--- config.mk ---
export PLATFORM = sky130hd
export DESIGN_NAME = key_value_config_lexer_core
export DESIGN_NICKNAME = d
export VERILOG_FILES = /design/src/sv/kvcl_pkg.sv /design/src/sv/key_value_config_lexer_core.sv
export SDC_FILE = /design/constraint.sdc
export NUM_CORES = 1
export LEC_CHECK = 0
export ABC_CLOCK_PERIOD_IN_PS = 5000
export BUFFER_PORTS_ARGS = -buffer_cell sky130_fd_sc_hd__buf_2
export CAP_MARGIN = 40
export CORE_UTILIZATION = 25
export CTS_CLUSTER_DIAMETER = 40
export DETAILED_ROUTE_END_ITERATION = 10
export GPL_ROUTABILITY_DRIVEN = 0
export PLACE_DENSITY_LB_ADDON = 0.3
export SETUP_SLACK_MARGIN = 0.3
export SYNTH_ARGS = -nofsm -noshare
export SYNTH_HDL_FRONTEND = slang
export SYNTH_SLANG_ARGS = --single-unit
--- constraint.sdc ---
create_clock -name clk -period 5 [get_ports clk]
set_input_delay 1 -clock clk [delete_from_list [all_inputs] [get_ports clk]]
set_output_delay 1 -clock clk [all_outputs]
set_load 0.02 [all_outputs]
--- src/sv/kvcl_pkg.sv ---
// Shared types, constants and character-class functions for the key=value lexer.
`timescale 1ns / 1ps
`default_nettype none

package kvcl_pkg;

  localparam int LINE_BITS        = 16;
  localparam int LINE_NUMBER_BITS = 16;

  localparam logic [7:0] CHAR_HASH      = 8'h23;
  localparam logic [7:0] CHAR_EQUALS    = 8'h3D;
  localparam logic [7:0] CHAR_QUOTE     = 8'h22;
  localparam logic [7:0] CHAR_UNDERLINE = 8'h5F;
  localparam logic [7:0] CHAR_NEWLINE   = 8'h0A;
  localparam logic [7:0] CHAR_BACKSLASH = 8'h5C;

  typedef enum logic [2:0] {
    ST_IDLE     = 3'd0,
    ST_COMMENT  = 3'd1,
    ST_KEY      = 3'd2,
    ST_SEEK_EQ  = 3'd3,
    ST_SEEK_VAL = 3'd4,
    ST_BARE     = 3'd5,
    ST_QUOTED   = 3'd6,
    ST_SEEK_EOL = 3'd7
  } lex_state_t;

  typedef enum logic [2:0] {
    ERR_NONE    = 3'd0,
    ERR_CHAR    = 3'd1,
    ERR_COMMENT = 3'd2,
    ERR_STRING  = 3'd3,
    ERR_UNTERM  = 3'd4
  } lex_error_t;

  function automatic logic is_space(input logic [7:0] c);
    return (c == 8'h20) || (c >= 8'h09 && c <= 8'h0D);
  endfunction

  function automatic logic is_alpha(input logic [7:0] c);
    return (c >= 8'h41 && c <= 8'h5A) || (c >= 8'h61 && c <= 8'h7A);
  endfunction

  function automatic logic is_digit(input logic [7:0] c);
    return c >= 8'h30 && c <= 8'h39;
  endfunction

  function automatic logic is_alnum(input logic [7:0] c);
    return is_alpha(c) || is_digit(c);
  endfunction

  function automatic logic is_punct(input logic [7:0] c);
    return (c >= 8'h21) && (c <= 8'h7E) && !is_alnum(c);
  endfunction

  function automatic logic is_key_body(input logic [7:0] c);
    return is_alnum(c) || (c == CHAR_UNDERLINE);
  endfunction

  function automatic logic is_value_body(input logic [7:0] c);
    return is_alnum(c) || is_punct(c);
  endfunction

endpackage

`default_nettype wire

--- src/sv/key_value_config_lexer_core.sv ---
// Key=value configuration lexer: one text byte in, one classified byte out.
`timescale 1ns / 1ps
`default_nettype none

// Streaming lexer for key=value configuration text. Each accepted transaction
// carries one byte (data_byte) and an end_of_file mark; each yields exactly one
// result transaction that echoes the byte and flags it as key start, key
// character, value start, value character or pair completion, together with
// the error code, the current line number and, on an error-free last byte,
// file_done. The block takes one transaction per cycle while the result
// channel does not stall: a byte is captured in an input register,
// classified and stepped through the eight-state lexer in a single pass of
// logic, and written to a result register, from which it leaves. While a
// result is held off, the input register holds and the input channel stalls.
// Errors are sticky until the end-of-file transaction, which returns the
// lexer, line count and error to their reset values. The line count starts
// at 1 and saturates.
module key_value_config_lexer_core (
  input  wire logic        clk,
  input  wire logic        rst,
  // input channel
  input  wire logic        in_valid,
  output logic             in_stall,
  input  wire logic [7:0]  data_byte,
  input  wire logic        end_of_file,
  // result channel
  output logic             out_valid,
  input  wire logic        out_stall,
  output logic [7:0]       char_out,
  output logic             key_start,
  output logic             key_char,
  output logic             value_start,
  output logic             value_char,
  output logic             pair_done,
  output logic [2:0]       error_code,
  output logic [kvcl_pkg::LINE_NUMBER_BITS-1:0] line_number,
  output logic             file_done
);

  import kvcl_pkg::*;

  // Input register
  logic       in_reg_valid;
  logic [7:0] in_reg_byte;
  logic       in_reg_eof;

  // Lexer state
  lex_state_t           lex_state, lex_state_next;
  logic [LINE_BITS-1:0] line_count, line_count_next;
  lex_error_t           held_error, held_error_next;

  // Per-byte outcome
  logic       ks, kc, vs, vc, pd, done;
  lex_error_t err_out;
  logic [LINE_BITS-1:0] line_out;
  logic [31:0]          line_wide;

  logic out_advance;
  logic step;

  // The result register may load when empty or when its contents leave now.
  assign out_advance = !out_valid || !out_stall;
  // The input register holds only while its transaction cannot move on.
  assign in_stall    = in_reg_valid && !out_advance;
  assign step        = in_reg_valid && out_advance;

  always_ff @(posedge clk) begin
    if (rst) begin
      in_reg_valid <= 1'b0;
    end else if (!in_stall) begin
      in_reg_valid <= in_valid;
    end
  end

  always_ff @(posedge clk) begin
    if (!in_stall && in_valid) begin
      in_reg_byte <= data_byte;
      in_reg_eof  <= end_of_file;
    end
  end

  // State registers: advance only when a byte is stepped through the lexer.
  always_ff @(posedge clk) begin
    if (rst) begin
      lex_state  <= ST_IDLE;
      line_count <= LINE_BITS'(1);
      held_error <= ERR_NONE;
    end else if (step) begin
      lex_state  <= lex_state_next;
      line_count <= line_count_next;
      held_error <= held_error_next;
    end
  end

  // Next state and per-byte flags
  always_comb begin
    lex_state_t           s;
    lex_error_t           err;
    lex_error_t           held;
    lex_state_t           st_after;
    logic [LINE_BITS-1:0] lc;
    logic [7:0]           c;

    c    = in_reg_byte;
    s    = lex_state;
    err  = ERR_NONE;
    held = held_error;
    lc   = line_count;
    st_after = lex_state;
    ks = 1'b0;
    kc = 1'b0;
    vs = 1'b0;
    vc = 1'b0;
    pd = 1'b0;

    if (held_error == ERR_NONE) begin
      // Count newlines before the lexer step; saturate at the top.
      if (c == CHAR_NEWLINE && lc != '1) begin
        lc = lc + LINE_BITS'(1);
      end

      unique case (lex_state)
        ST_IDLE: begin
          if (is_space(c)) begin
          end else if (c == CHAR_HASH) begin
            s = ST_COMMENT;
          end else if (is_alpha(c)) begin
            s  = ST_KEY;
            ks = 1'b1;
            kc = 1'b1;
          end else begin
            err = ERR_CHAR;
          end
        end
        ST_COMMENT: begin
          if (c == CHAR_NEWLINE) s = ST_IDLE;
        end
        ST_KEY: begin
          if (is_key_body(c))          kc = 1'b1;
          else if (is_space(c))        s = ST_SEEK_EQ;
          else if (c == CHAR_EQUALS)   s = ST_SEEK_VAL;
          else                         err = ERR_CHAR;
        end
        ST_SEEK_EQ: begin
          if (is_space(c)) begin
          end else if (c == CHAR_EQUALS) begin
            s = ST_SEEK_VAL;
          end else begin
            err = ERR_CHAR;
          end
        end
        ST_SEEK_VAL: begin
          if (is_space(c)) begin
          end else if (c == CHAR_QUOTE) begin
            s  = ST_QUOTED;
            vs = 1'b1;
          end else if (is_value_body(c)) begin
            s  = ST_BARE;
            vs = 1'b1;
            vc = 1'b1;
          end else begin
            err = ERR_CHAR;
          end
        end
        ST_BARE: begin
          if (c == CHAR_HASH) begin
            err = ERR_COMMENT;
          end else if (is_space(c)) begin
            // a newline here still needs another one to reach idle
            s  = ST_SEEK_EOL;
            pd = 1'b1;
          end else if (is_value_body(c)) begin
            vc = 1'b1;
          end else begin
            err = ERR_CHAR;
          end
        end
        ST_QUOTED: begin
          if (c == CHAR_QUOTE) begin
            s  = ST_SEEK_EOL;
            pd = 1'b1;
          end else if (c == CHAR_NEWLINE || c == CHAR_BACKSLASH) begin
            err = ERR_STRING;
          end else begin
            vc = 1'b1;
          end
        end
        ST_SEEK_EOL: begin
          if (c == CHAR_NEWLINE)   s = ST_IDLE;
          else if (!is_space(c))   err = ERR_CHAR;
        end
        default: begin
          err = ERR_CHAR;
        end
      endcase

      // An error drops every flag and freezes the lexer state.
      if (err != ERR_NONE) begin
        ks = 1'b0;
        kc = 1'b0;
        vs = 1'b0;
        vc = 1'b0;
        pd = 1'b0;
        held = err;
      end else begin
        st_after = s;
      end
    end

    // Unterminated assignment is judged on the end-of-file byte.
    if (in_reg_eof && held == ERR_NONE && st_after != ST_IDLE) begin
      held = ERR_UNTERM;
    end

    err_out  = held;
    line_out = lc;
    done     = in_reg_eof && (held == ERR_NONE);

    if (in_reg_eof) begin
      lex_state_next  = ST_IDLE;
      line_count_next = LINE_BITS'(1);
      held_error_next = ERR_NONE;
    end else begin
      lex_state_next  = st_after;
      line_count_next = lc;
      held_error_next = held;
    end
  end

  assign line_wide = 32'(line_out);

  // Result register
  always_ff @(posedge clk) begin
    if (rst) begin
      out_valid <= 1'b0;
    end else if (out_advance) begin
      out_valid <= in_reg_valid;
    end
  end

  always_ff @(posedge clk) begin
    if (step) begin
      char_out    <= in_reg_byte;
      key_start   <= ks;
      key_char    <= kc;
      value_start <= vs;
      value_char  <= vc;
      pair_done   <= pd;
      error_code  <= err_out;
      line_number <= line_wide[LINE_NUMBER_BITS-1:0];
      file_done   <= done;
    end
  end

endmodule

`default_nettype wire
---- Word level (Yosys, flattened, before mapping) ----
Cells that the tools add are included.
operators by class
  add/sub/neg operators ................... 1
  $lt $le $gt $ge ......................... 10
  equal/unequal tests ..................... 15
  muxes and demuxes ....................... 60
  bitwise gates (word level) .............. 3
  reductions and logical operators ........ 35
operators by type and width
  cell                                                                   count
  3-bit 2-to-1 mux                                                       24
  16-bit 2-to-1 mux                                                      3
  3-bit case mux with 7 select lines                                     2
  8-bit by 6-bit == test with 1-bit output, second input constant        4
  1-bit 2-to-1 mux                                                       26
  8-bit by 7-bit <= comparator with 1-bit output, second input constant  3
  16-bit by 1-bit adder with 16-bit output, second input constant        1
  8-bit by 7-bit == test with 1-bit output, second input constant        2
  8-bit by 6-bit >= comparator with 1-bit output, second input constant  2
  8-bit by 7-bit >= comparator with 1-bit output, second input constant  2
  16-bit != test, second input constant                                  1
  1-bit logical AND                                                      13
  3-bit == test, second input constant                                   4
  3-bit zero test                                                        4
  8-bit by 4-bit == test with 1-bit output, second input constant        1
  8-bit by 4-bit >= comparator with 1-bit output, second input constant  1
  8-bit by 4-bit <= comparator with 1-bit output, second input constant  1
  8-bit by 6-bit <= comparator with 1-bit output, second input constant  1
  1-bit logical OR                                                       7
  3-bit by 2-bit == test with 1-bit output, second input constant        2
  3-bit nonzero test                                                     2
  1-bit zero test                                                        5
  2-bit 2-to-1 mux                                                       2
  1-bit case mux with 2 select lines                                     2
  other kinds (6)                                                        9
storage, ports and cells
  register bits ........................... 66
  input bits .............................. 13
  output and inout port bits .............. 35
  word-level logic and storage cells ...... 140

---- Depth between registers and ports, before layout ----
  depth after elaboration ................. 21
  gate-level depth with buffers ........... 10
  depth with buffers taken out ............ 9

---- Worst setup path before layout ----
Ideal clock, no wire load.
  kind .................................... input -> register
  start ................................... input out_stall
  end ..................................... register line_count[10]
  library setup time ...................... 0.128 ns
  arrival time ............................ 2.871 ns
  data required time ...................... 4.872 ns
  path slack .............................. 2.002 ns
  cell stages on the path ................. 7
  path buffers ............................ 1
  path through ............................ nand2_1 nand2_1 inv_1 clkbuf_1 o21ai_0 a22oi_1 nor2_1
on the way
  word-level cells in the longest chain between the ends .. 3
RTL lines
  element               RTL line                           text
  start, declared       key_value_config_lexer_core.sv:28  input wire logic out_stall,
  1-bit zero test       key_value_config_lexer_core.sv:62  assign out_advance = !out_valid || !out_stall;
  1-bit logical OR      key_value_config_lexer_core.sv:62
  1-bit logical AND     key_value_config_lexer_core.sv:65  assign step = in_reg_valid && out_advance;
  via step              key_value_config_lexer_core.sv:59  logic step;
  end signal, assigned  key_value_config_lexer_core.sv:90  line_count <= line_count_next;
  end, declared         key_value_config_lexer_core.sv:49  logic [LINE_BITS-1:0] line_count, line_count_next;
The timed path passes the listed nets, and every way through them passes these cells.
A chain may end at the register's enable or synchronous reset.

---- Worst setup path in the final report ----
  start ................................... register in_reg_byte[0]
  end ..................................... register file_done (data pin)
on the way
  word-level cells in the longest chain between the ends .. 21
RTL lines
  element                                                                                                           RTL line                                                                text
  start, declared                                                                                                   key_value_config_lexer_core.sv:44                                       logic [7:0] in_reg_byte;
  start signal, assigned                                                                                            key_value_config_lexer_core.sv:77                                       in_reg_byte <= data_byte;
  8-bit by 7-bit >= comparator with 1-bit output or 8-bit by 7-bit <= comparator with 1-bit output (tied branches)  kvcl_pkg.sv:41                                                          return (c >= 8'h41 && c <= 8'h5A) || (c >= 8'h61 && c <= 8'h7A);
  1-bit logical AND                                                                                                 kvcl_pkg.sv:41
  1-bit logical OR                                                                                                  kvcl_pkg.sv:41
  1-bit logical OR                                                                                                  kvcl_pkg.sv:49                                                          return is_alpha(c) || is_digit(c);
  1-bit zero test                                                                                                   kvcl_pkg.sv:53                                                          return (c >= 8'h21) && (c <= 8'h7E) && !is_alnum(c);
  1-bit logical AND                                                                                                 kvcl_pkg.sv:53
  1-bit logical OR                                                                                                  kvcl_pkg.sv:61                                                          return is_alnum(c) || is_punct(c);
  1-bit 2-to-1 mux                                                                                                  key_value_config_lexer_core.sv:157, key_value_config_lexer_core.sv:172
  [... 5 more ...]                                                                                                  n/a
  3-bit 2-to-1 mux                                                                                                  key_value_config_lexer_core.sv:198                                      if (err != ERR_NONE) begin
  3-bit 2-to-1 mux                                                                                                  key_value_config_lexer_core.sv:116                                      if (held_error == ERR_NONE) begin
  3-bit zero test                                                                                                   key_value_config_lexer_core.sv:211                                      if (in_reg_eof && held == ERR_NONE && st_after != ST_IDLE) begin
  1-bit logical AND (2 in series)                                                                                   key_value_config_lexer_core.sv:211
  3-bit 2-to-1 mux (*)                                                                                              key_value_config_lexer_core.sv:211
  3-bit zero test (*)                                                                                               key_value_config_lexer_core.sv:217                                      done = in_reg_eof && (held == ERR_NONE);
  1-bit logical AND (*)                                                                                             key_value_config_lexer_core.sv:217
  via done                                                                                                          key_value_config_lexer_core.sv:53                                       logic ks, kc, vs, vc, pd, done;
  end signal, assigned                                                                                              key_value_config_lexer_core.sv:251                                      file_done <= done;
  end, declared                                                                                                     key_value_config_lexer_core.sv:37                                       output logic file_done
Mark *: on every way through the listed nets, which the timed path passes. The rest lies on a longest branch. The select of a mux whose other input is x is not followed.

==> summary.md <==
| Metric | Value |
|---|---|
| Status | completed |
| Cell Area, Placed | 3628 um^2 |
| Root buf cell | clkbuf_16 |
| Seq/Total Area, Yosys | 53.37% |
| Most common cell after layout, fill and taps aside | buf_2 |
| Number of remaining DRC errors | 0 |
| Hold slack | 0.4953 ns |
| Relative slew margins | 47.67% |
| Initial Util | 25.75% |
| Adder-cell share of the synthesized area | 0.3834% |
| Antenna Cells | 0 |
| Hold Path Class | flop to flop |
| Delay-heaviest family, CP | simple AND/OR/NAND/NOR gates |
| Startpoint types | flop |
| Synth Area in Compound Gates | 15.72% |
| Clk_skew | 0.005210 ns |
| TNS Setup | 0 ns |
| Number of synthesized flops with an enable pin | 42 |
| Fraction of registers with async set/reset | 0% |
| Largest net degree at the start of global routing | 29 |
| Post CTS Setup Buffer Count | 0 |
| Core ar. | 12670 um^2 |
| Worst-path cell chain | nor4_1, and3_1, nor3_1, a32oi_1, nand3b_1, or2_1, a221o_1, o2111a_1 |
| I/O Buffers | 47 |
| Resized cells post-CTS | 0 |
| Worst setup EP type | flop |
| Non-filler cells, final | 548 |
| Pre-CTS setup slack | 1.725 ns |
| Global-route wire length before repair | 12.54 mm |
| DP Wirelength | 5.293 mm |
| Die area | 13510 um^2 |
| I/O Pins | 48 |
| Layout cells sized above 1 | 20.21% |
| Drt first pass iters | 4 |
| R2r startpoint | in_reg_byte[0] |
| Slowest CP cell | edfxtp_1 |
| Vias per std cell | 4.781 |
| Worst path required time | 5.09 ns |
| Mean Syn Cell Area | 9.888 um^2 |
| TritonCTS clock tree | yes |
| Crit path launch | in_reg_byte[0] |
| Vias in the first global route | 2473 |
| Final instance area | 3939 um^2 |
| CTS clock-pin slew for the worst setup and hold paths | 0.06 ns |
| Critical path depth | 8 |
| Die Ht | 116.2 um |
| Pwr Density | 343.7 nW/um^2 |
| Skew-Pair Late Insertion Delay | 0.33 ns |
| Max-slew violation count | 0 |
| Maxcap violations | 0 |
| Wire length per cell | 14.02 um |
| Final ANT Viol Nets | 0 |
| Yosys warns | 0 |
| Largest family of logic cells by synthesized area | simple AND/OR/NAND/NOR gates |
| Setup Viol. Count Final | 0 |
| Slew @ Worst Pin | 0.7834 ns |
| Worst VDD drop | 0.1394 mV |
| Initial antenna violation count | 0 |
| Leak | 1.373 nW |
| R2r worst-path depth | 8 |
| Kind of critical path | flop to flop |
| Most frequent cells in the layout | buf_2, nor2_1, edfxtp_1 |
| Via count | 2620 |
| CP max FO | 10 |
| Num Clock Sinks | 66 |
| Final WS setup | 1.848 ns |
| Final Cycle Share | 63.05% |
| FF+latch count, synth | 66 |
| Final Routed Wirelength | 7.683 mm |
| Arr. time, crit path | 3.24 ns |
| Post-Synth Simple-Gate Area | 21.70% |
| CP peak stage delay | 0.53 ns |
| Library cells used by synthesis | 58 |
| H-tree Lvls | 3 |
| Placed insts | 532 |
| Num rows | 41 |
| Mapped cell area | 3263 um^2 |
| Total GRT Usage | 12.09% |
| Clock Tree Buf Depth | 2 |
| Area grow syn2layout | 20.71% |
| Top FF cell, synth | edfxtp_1 |
| Mapped Nets | 344 |
| Die Width | 116.2 um |
| Nets | 385 |
| Congestion Overflow GR | 0 |
| Syn Inst Count | 330 |
| Mux share of post-synthesis cell area | 0.3451% |
| Unrepaired setup endpoints after global routing | no |
| Initial DRC Count | 194 |
| Crit path time final | 3.152 ns |
| Worst path bufs/invs | 0 |
| CTS Buf Count | 9 |
| Fin. Hold Viols | 0 |
| Hold_buf cts | 0 |
| Fmax | 0.3172 GHz |
| XOR/XNOR Fraction of Synth Area | 4.026% |
| R2R Setup Slk | 1.85 ns |
| Setup crit end | file_done |
| Worst r2r dst | file_done |
routing by layer:
layer | GRT usage, % | wire, um
met1 | 16.54 | 3812
met2 | 18.15 | 3369
met3 | 3.373 | 474
met4 | 4.359 | 27
met5 | 0 | 0
tightest hold or removal path: stages (launching register included):
cell and delay [ns]:
dfxtp_1 0.33, nand2_1 0.07, a21oi_1 0.05
cell usage after synthesis (all sizes together) (2+ instances only):
cell type / instances / area share [%]
a211oi: 3 / 1.0
a21oi: 20 / 3.2
a221o: 2 / 0.61
a22oi: 8 / 1.8
a31oi: 3 / 0.58
a32oi: 2 / 0.54
and2: 3 / 0.58
and3: 3 / 0.58
and4: 3 / 0.81
buf: 8 / 1.7
clkbuf: 11 / 1.4
dfxtp: 24 / 15
edfxtp: 42 / 39
inv: 12 / 1.4
nand2: 26 / 3.0
nand2b: 4 / 0.77
nand3: 12 / 1.8
nand4: 6 / 1.2
nor2: 43 / 5.0
nor2b: 2 / 0.38
nor3: 11 / 1.7
nor3b: 2 / 0.46
nor4: 10 / 1.9
o211a: 3 / 0.92
o21a: 2 / 0.46
o21ai: 19 / 2.9
o31ai: 2 / 0.46
o41ai: 2 / 0.77
or2: 4 / 0.77
or3: 6 / 1.2
or4: 2 / 0.50
xnor2: 9 / 2.4
xor2: 6 / 1.6
stage by stage:
step | total power, mW | util (%)
floorplan | 0.6775 | -
global placement | 0.7061 | 28.64
detailed placement | 0.7065 | 28.64
CTS | 1.371 | 31.09
global route | 1.405 | 31.09
finish | 1.354 | 31.09
report_power, final:
| group | switching [mW] | leakage [nW] | internal, mW | total (mW) |
|---|---|---|---|---|
| Sequential | 0.0142 | 0.582 | 0.599 | 0.613 |
| Combinational | 0.0569 | 0.641 | 0.0249 | 0.0818 |
| Clock | 0.227 | 0.150 | 0.433 | 0.659 |
cell type report:
type | instances | area (um^2)
Tap cell | 172 | 215.2
Clock buffer | 10 | 229.0
Fill cell | 1307 | 8732
Clock inverter | 6 | 81.33
Multi-Input combinational cell | 233 | 1376
Inverter | 12 | 45.04
Sequential cell | 66 | 1742
Timing Repair Buffer | 49 | 250.2
cell families after synthesis:
group / Yosys count
adder cells (fa/ha/maj): 1
XOR/XNOR: 15
buffers and inverters: 31
multiplexers: 1
AND/OR/NAND/NOR: 141
AO/OA/AOI/OAI: 75
flip-flops: 66
state kept, by name, indices dropped and copies added (netlist names):
| name | count |
|---|---|
| line_count | 16 |
| line_number | 16 |
| char_out | 8 |
| in_reg_byte | 8 |
| error_code | 3 |
| held_error | 3 |
| lex_state | 3 |
| file_done | 1 |
| in_reg_eof | 1 |
| in_reg_valid | 1 |
| key_char | 1 |
| key_start | 1 |
| out_valid | 1 |
| pair_done | 1 |
| value_char | 1 |
| value_start | 1 |
worst min-delay path by stage:
stage / startpoint / slack (ns) / to / depth (start not counted)
CTS: line_count[9] / 0.50 / line_count[9] / 2
finish: line_count[9] / 0.50 / line_count[9] / 2
global route: held_error[2] / 0.53 / held_error[2] / 1
floorplan: in_reg_byte[0] / 0.42 / char_out[0] / 0
detailed placement: in_reg_valid / 0.49 / out_valid / 2
global placement: in_reg_valid / 0.48 / out_valid / 2
Power figures use the tool's default switching activity.
